--- src/hdl/tcp_rc_pkg.sv ---
`default_nettype none

package tcp_rc_pkg;

   localparam int unsigned RSP_DATA_W = 40;

   localparam logic [3:0] REG_LOCAL_ADDR  = 4'd0;
   localparam logic [3:0] REG_TARGET_ADDR = 4'd1;
   localparam logic [3:0] REG_LOCAL_PORT  = 4'd2;
   localparam logic [3:0] REG_PORT_COUNT  = 4'd3;

   localparam logic [15:0] LOCAL_PORT_RESET = 16'd49152;

   localparam logic [7:0] PROTO_TCP = 8'h06;
   localparam logic [7:0] FLAG_SYN  = 8'h02;
   localparam logic [7:0] FLAG_RST  = 8'h04;
   localparam logic [7:0] FLAG_ACK  = 8'h10;

   localparam logic [6:0] POS_PROTO   = 7'd9;
   localparam logic [6:0] POS_SRC     = 7'd12;
   localparam logic [6:0] POS_DST     = 7'd16;
   localparam logic [6:0] POS_DST_END = 7'd19;
   localparam logic [6:0] COUNT_MAX   = 7'd127;
   localparam logic [6:0] MIN_IP_HDR  = 7'd20;
   localparam logic [7:0] MIN_LEN     = 8'd20;
   localparam logic [7:0] TCP_HDR_LEN = 8'd20;

   localparam logic [6:0] TCP_SPORT_HI = 7'd0;
   localparam logic [6:0] TCP_SPORT_LO = 7'd1;
   localparam logic [6:0] TCP_DPORT_HI = 7'd2;
   localparam logic [6:0] TCP_DPORT_LO = 7'd3;
   localparam logic [6:0] TCP_FLAGS    = 7'd13;

   localparam logic [1:0] ENTRY_FILTERED = 2'd0;
   localparam logic [1:0] ENTRY_OPEN     = 2'd1;
   localparam logic [1:0] ENTRY_CLOSED   = 2'd2;

   localparam logic VERDICT_OPEN   = 1'b0;
   localparam logic VERDICT_CLOSED = 1'b1;

   typedef struct packed {
      logic [31:0] local_address;
      logic [31:0] target_address;
      logic [15:0] local_port;
   } cfg_type;

   typedef struct packed {
      logic        matched;
      logic        verdict;
      logic [15:0] port;
   } reply_type;

endpackage

`default_nettype wire

--- src/hdl/tcp_rc_parser.sv ---
`default_nettype none

module tcp_rc_parser
   import tcp_rc_pkg::*;
(
   input  wire logic      clock,
   input  wire logic      reset,
   input  wire cfg_type   cfg,
   input  wire logic      byte_fire,
   input  wire logic [7:0] data_byte,
   input  wire logic      last_byte,
   output reply_type      reply
);

   logic [6:0]       count_ff, count_in;
   logic [6:0]       hdr_ff, hdr_in;
   logic             mis_ff, mis_in;
   logic [15:0]      port_ff, port_in;
   logic [7:0]       flags_ff, flags_in;
   logic [6:0]       tcp_ofs;
   logic             tcp_win;
   logic [7:0]       len;
   logic             len_ok;
   logic             syn_ack;
   logic             rst_set;
   logic [3:0][7:0]  tgt_bytes;
   logic [3:0][7:0]  loc_bytes;

   assign tgt_bytes = cfg.target_address;
   assign loc_bytes = cfg.local_address;

   always_comb begin
      count_in = count_ff;
      hdr_in   = hdr_ff;
      mis_in   = mis_ff;
      port_in  = port_ff;
      flags_in = flags_ff;
      tcp_ofs  = count_ff - hdr_ff;
      tcp_win  = (hdr_ff >= MIN_IP_HDR) && (count_ff >= hdr_ff) && (count_ff != COUNT_MAX);

      if (count_ff == '0) begin
         hdr_in = {1'b0, data_byte[3:0], 2'b00};
      end
      if (count_ff == POS_PROTO && data_byte != PROTO_TCP) begin
         mis_in = 1'b1;
      end
      if (count_ff >= POS_SRC && count_ff < POS_DST
          && data_byte != tgt_bytes[~count_ff[1:0]]) begin
         mis_in = 1'b1;
      end
      if (count_ff >= POS_DST && count_ff <= POS_DST_END
          && data_byte != loc_bytes[~count_ff[1:0]]) begin
         mis_in = 1'b1;
      end

      if (tcp_win) begin
         unique case (tcp_ofs)
            TCP_SPORT_HI: port_in[15:8] = data_byte;
            TCP_SPORT_LO: port_in[7:0]  = data_byte;
            TCP_DPORT_HI: begin
               if (data_byte != cfg.local_port[15:8]) mis_in = 1'b1;
            end
            TCP_DPORT_LO: begin
               if (data_byte != cfg.local_port[7:0]) mis_in = 1'b1;
            end
            TCP_FLAGS:    flags_in = data_byte;
            default: ;
         endcase
      end

      if (count_ff != COUNT_MAX) begin
         count_in = count_ff + 7'd1;
      end

      len     = {1'b0, count_ff} + 8'd1;
      len_ok  = (len >= MIN_LEN) && (hdr_ff >= MIN_IP_HDR)
                && (len >= {1'b0, hdr_ff} + TCP_HDR_LEN) && !mis_in;
      syn_ack = (flags_in & (FLAG_SYN | FLAG_ACK)) == (FLAG_SYN | FLAG_ACK);
      rst_set = (flags_in & FLAG_RST) != 8'h00;

      reply.matched = len_ok && (syn_ack || rst_set);
      reply.verdict = (reply.matched && !syn_ack) ? VERDICT_CLOSED : VERDICT_OPEN;
      reply.port    = reply.matched ? port_in : 16'h0000;
   end

   always_ff @(posedge clock) begin
      if (reset) begin
         count_ff <= '0;
         hdr_ff   <= '0;
         mis_ff   <= 1'b0;
         port_ff  <= '0;
         flags_ff <= '0;
      end else if (byte_fire) begin
         if (last_byte) begin
            count_ff <= '0;
            hdr_ff   <= '0;
            mis_ff   <= 1'b0;
            port_ff  <= '0;
            flags_ff <= '0;
         end else begin
            count_ff <= count_in;
            hdr_ff   <= hdr_in;
            mis_ff   <= mis_in;
            port_ff  <= port_in;
            flags_ff <= flags_in;
         end
      end
   end

endmodule

`default_nettype wire

--- config.mk ---
export PLATFORM = sky130hd
export DESIGN_NAME = tcp_rc_parser
export DESIGN_NICKNAME = d
export VERILOG_FILES = /design/src/hdl/tcp_rc_pkg.sv /design/src/hdl/tcp_rc_parser.sv
export SDC_FILE = /design/constraint.sdc
export NUM_CORES = 1
export LEC_CHECK = 0
export BUFFER_PORTS_ARGS = -buffer_cell sky130_fd_sc_hd__buf_4
export CAP_MARGIN = 20
export CORE_MARGIN = 5
export CORE_UTILIZATION = 30
export DETAILED_ROUTE_END_ITERATION = 16
export GPL_TIMING_DRIVEN = 1
export PLACE_DENSITY = 0.53
export SKIP_CTS_REPAIR_TIMING = 1
export SLEW_MARGIN = 20
export SYNTH_ARGS = -nofsm -noshare
export SYNTH_HDL_FRONTEND = slang
export SYNTH_SLANG_ARGS = --single-unit
--- constraint.sdc ---
create_clock -name clock -period 3.61 [get_ports clock]
set_input_delay 0.722 -clock clock [delete_from_list [all_inputs] [get_ports clock]]
set_output_delay 0.722 -clock clock [all_outputs]
set_load 0.02 [all_outputs]
## After elaboration in Yosys (flattened, before gate mapping)

Index checks and enable logic that the tools add are counted.

| cells by class | value |
|---|---|
| add/subtract/negate cells | 4 |
| order comparisons | 9 |
| equality and inequality tests | 12 |
| mux-type cells | 25 |
| bitwise gates (word level) | 1 |
| reduce and logical (&&, ||, !) cells | 21 |

Operators with widths:

| cell | number |
|---|---|
| two-way mux 16 bit | 3 |
| binary-select mux 8 bit (select 2 bit) | 2 |
| two-way mux 8 bit | 4 |
| inequality test 8 bit | 4 |
| two-way mux 7 bit | 4 |
| two-way mux 5 bit | 3 |
| equality test 7 x 2 -> 1 bit (second input constant) | 2 |
| equality test 7 x 4 -> 1 bit (second input constant) | 2 |
| >= comparator 7 x 5 -> 1 bit (second input constant) | 2 |
| logical NOT 7 bit | 2 |
| logical AND 1 bit | 12 |
| adder 7 x 1 -> 8 bit (second input constant) | 1 |
| adder 7 x 5 -> 8 bit (second input constant) | 1 |
| >= comparator 8 x 5 -> 1 bit (second input constant) | 1 |
| >= comparator 8 bit | 1 |
| two-way mux 1 bit | 8 |
| inequality test 8 x 3 -> 1 bit (second input constant) | 1 |
| adder 7 x 1 -> 7 bit (second input constant) | 1 |
| equality test 7 x 1 -> 1 bit (second input constant) | 1 |
| >= comparator 7 x 4 -> 1 bit (second input constant) | 1 |
| >= comparator 7 bit | 1 |
| less-or-equal comparator 7 x 5 -> 1 bit (second input constant) | 1 |
| less-than comparator 7 x 5 -> 1 bit (second input constant) | 1 |
| inequality test 7 bit (second input constant) | 1 |
| 9 further kinds | 12 |

| storage, ports and cells | value |
|---|---|
| register bits after elaboration | 34 |

## Depth between registers and ports, before layout

| depth | value |
|---|---|
| depth in word-level cells | 15 |
| gate-level depth with buffers | 14 |
| gate-level depth less buffers | 11 |

## Least setup slack after synthesis

No wires, ideal clock.

| timing path | value |
|---|---|
| path kind | register to output |
| start | register count_ff[2] |
| end | output port reply[10] (netlist bit) |
| data arrival time | 3.383 ns |
| data required time | 2.888 ns |
| setup slack | -0.495 ns |
| stages on the path, launching flop included | 14 |
| path buffers | 2 |
| path through | dfxtp_1 > clkbuf_1 > inv_1 > ha_1 > inv_1 > fa_1 > nor2b_1 > o2111a_1 > o211ai_2 > and2_1 > a221oi_1 > a31oi_1 > buf_4 > nor3_2 |

RTL lines:

| element | line | RTL |
|---|---|---|
| start: declaration | tcp_rc_parser.sv:15 | `logic [6:0] count_ff, count_in;` |
| start signal: assignment | tcp_rc_parser.sv:101 | `count_ff <= count_in;` |
| end: declaration | tcp_rc_parser.sv:12 | `output reply_type reply` |

==> flow_metrics.env <==
export IMPL_final_area_um2=4640
export IMPL_dr_pass1_iters=4
export IMPL_crit_required_ns=2.89
export IMPL_p_leak_nw=1.84
export IMPL_grt_pass1_vias=3285
export IMPL_grt_pass1_wl_mm=16.2
export IMPL_grt_util_all_layers=0.158
export IMPL_rr_worst_depth=13
export IMPL_viasPerCell=5.15
export IMPL_synth_edf_count=0
export IMPL_powerDensity_nw_per_um2=213
export IMPL_drive_gt1_frac=0.458
export IMPL_syn_mean_instance_area_um2=8.81
export IMPL_ant_nets=0
export IMPL_core_rowCount=36
export IMPL_cts_buffers=5
export IMPL_cts_sinks=31
export IMPL_synth_largest_area_cell="dfxtp_1"
export IMPL_die_h_um=111
export IMPL_hold_viol=0
export IMPL_final_common_cell="buf_4"
export IMPL_clk_latency_ns=0.29
export IMPL_clkTransAtPathRegs_ns=0.08
export IMPL_power_switching_w=0.000268
export IMPL_p_comb_frac=0.274
export IMPL_min_path_cells=2
export IMPL_skew_ns=0.00883
export IMPL_fill_cells=950
export IMPL_syn_inst=346
export IMPL_io_pins=110
export IMPL_core_area_um2=9820
export IMPL_grt_max_degree=32
export IMPL_cp_arrival_ns=3.07
export IMPL_antenna_cells=0
export IMPL_rsz0062_at_grt="true"
export IMPL_drt_iter0_drc=101
export IMPL_syn_to_final_growth_pct=52.3
export IMPL_totalPowerFinal_w=0.000987
export IMPL_drcViolationCount=0
export IMPL_fin_tns_setup_ns=-2.56
export IMPL_pwr_share_seq=0.352
export IMPL_final_cell_mix="buf_4, nor2_1, dfxtp_1, a22oi_1, mux2i_1"
export IMPL_die_x_um=111
export IMPL_syn_nets=455
export IMPL_period_share=1.05
export IMPL_cts_max_level=2
export IMPL_startpoint_type="register"
export IMPL_drv_cap=0
export IMPL_synth_top_area_frac=0.204
export IMPL_ys_seq_area_frac=0.204
export IMPL_dpl_hpwl_mm=7.90
export IMPL_ys_ff_latch=31
export IMPL_slew_viol_final=0
export IMPL_place_area_um2=4300
export IMPL_setup_violations=18
export IMPL_port_buffers=109
export IMPL_antenna_found_initial=0
export IMPL_final_net_count=580
export IMPL_wl_per_cell_um=16.2
export IMPL_cp_end_kind="primary output"
export IMPL_path_class="reg2out"
export IMPL_syn_area_um2=3050
export IMPL_crit_path_start="count_ff[2]$_SDFFE_PP0P_"
export IMPL_via_count=3117
export IMPL_hold_start="port_ff[2]$_SDFFE_PP0P_"
export IMPL_min_path_type="reg2reg"
export IMPL_initial_core_util=0.310
export IMPL_synth_async_reset_ratio=0
export IMPL_critical_path_max_fanout=6
export IMPL_ys_flop_type="dfxtp_1"
export IMPL_cts_max_path_buffers=2
export IMPL_max_slew_margin=0.520
export IMPL_failed_checks="negative setup slack"
export IMPL_hold_slack_ns=0.512
export IMPL_wl_mm=9.83
export IMPL_swShare=0.272
export IMPL_yosysWarnings=0
export IMPL_die_area_um2=12300
export IMPL_r2r_start="count_ff[2]$_SDFFE_PP0P_"
export IMPL_fin_crit_ns=3.79
export IMPL_layout_setup_ws_ns=-0.179
export IMPL_ys_top_cells_by_area="dfxtp_1, mux4_2, ha_1"
export IMPL_cts_root_buffer="clkbuf_8"
export IMPL_status="finished, violations left"
export IMPL_cts_tree="yes"
export IMPL_worst_pin_slew_ns=0.710
export IMPL_p_int_w=0.000719
export IMPL_clock_power_share=0.374
export IMPL_fmax_mhz=264
export IMPL_synth_distinct_cells=53
export IMPL_place_congestion=0.795
export IMPL_irDropWorstVdd_mv=0.203
export IMPL_grt_remaining_overflow=0
-- registers in the layout, indices dropped and copies added, names as in the netlist --
| register | flops |
|---|---|
| flags_ff | 3 |
| hdr_ff | 4 |
| count_ff | 7 |
| port_ff | 16 |
| mis_ff | 1 |
-- cells in the mapped netlist, drive strengths merged, types with 4 or more instances --
library cell / n
inv: 16
mux4: 16
nor2: 32
xor2: 13
and2: 8
xnor2: 15
a211oi: 6
nand2b: 4
a22oi: 24
ha: 16
clkbuf: 19
o21ai: 12
a31o: 5
nand2: 11
dfxtp: 31
buf: 9
a21oi: 16
and3: 5
mux2i: 19
nor3: 22
a31oi: 4
nor4: 8
-- layout make-up --
class	instances	area [um^2]	area share
clock buffer	6	82.6	0.0178
clock inverter	2	35.0	0.00755
inverter	16	60.1	0.0129
multi-input combinational	271	2460	0.530
sequential	31	628	0.135
tap	133	166	0.0359
timing repair buffer	146	1210	0.260
-- cells by family (layout without fill, tap and decap cells) --
group                      Yosys count  count (layout)  share of synthesized area
xor gates and xnor gates            28              28                     0.0805
DFF                                 31              31                      0.204
AOI/OAI and AO/OA                   87              87                      0.208
and+or+nand+nor                    103             103                      0.186
buffers and inverters               44             170                     0.0637
muxes                               36              36                      0.186
adders and majority gates           17              17                     0.0723
-- power by group through the flow --
stage | clock network, W | logic [W] | registers [W]
floorplan | 0 | 0.000143 | 0.000356
global placement | 0 | 0.000258 | 0.000356
detailed placement | 0 | 0.000262 | 0.000356
CTS | 0.000377 | 0.000262 | 0.000348
global route | 0.000389 | 0.000296 | 0.000348
finish | 0.000369 | 0.000270 | 0.000348
-- worst max-delay path: stages, from the launching register on --
cell and delay [ns]:
dfxtp_2 0.34, inv_2 0.05, ha_4 0.15, inv_2 0.05, fa_2 0.45, nor2b_2 0.14, o2111a_1 0.23, o211ai_4 0.14
mux2i_1 0.16, a221oi_2 0.36, a31oi_4 0.20, buf_6 0.20, nor3_4 0.16, buf_6 0.13
-- path summary, 6_finish.rpt --
| kind | slack [ns] | end |
|---|---|---|
| setup / recovery | -0.18 | reply[11] |
| hold / removal | 0.51 | port_ff[2]$_SDFFE_PP0P_ |
| setup reg to reg | 0.90 | mis_ff$_SDFFE_PP0P_ |
| hold reg to reg | 0.51 | port_ff[2]$_SDFFE_PP0P_ |
-- routing by layer --
metal,share of wire,vias up,routed length (um),global-route usage
met5,0,-,0,0
met3,0.068,6,673,0.0360
met4,0.0045,0,44,0.0172
met2,0.50,96,4950,0.273
met1,0.42,1464,4160,0.207
li1,-,1551,-,-
-- stage by stage --
step           utilization  worst slack (ns)  instances
3_5_place_dp         0.438            -0.138        589
5_1_grt              0.472            -0.333        605
6_report             0.472            -0.179        605
2_1_floorplan            -          0.000504        346
3_3_place_gp         0.438           -0.0619        589
4_1_cts              0.450            -0.369        597
(Power assumes the default switching activity.)
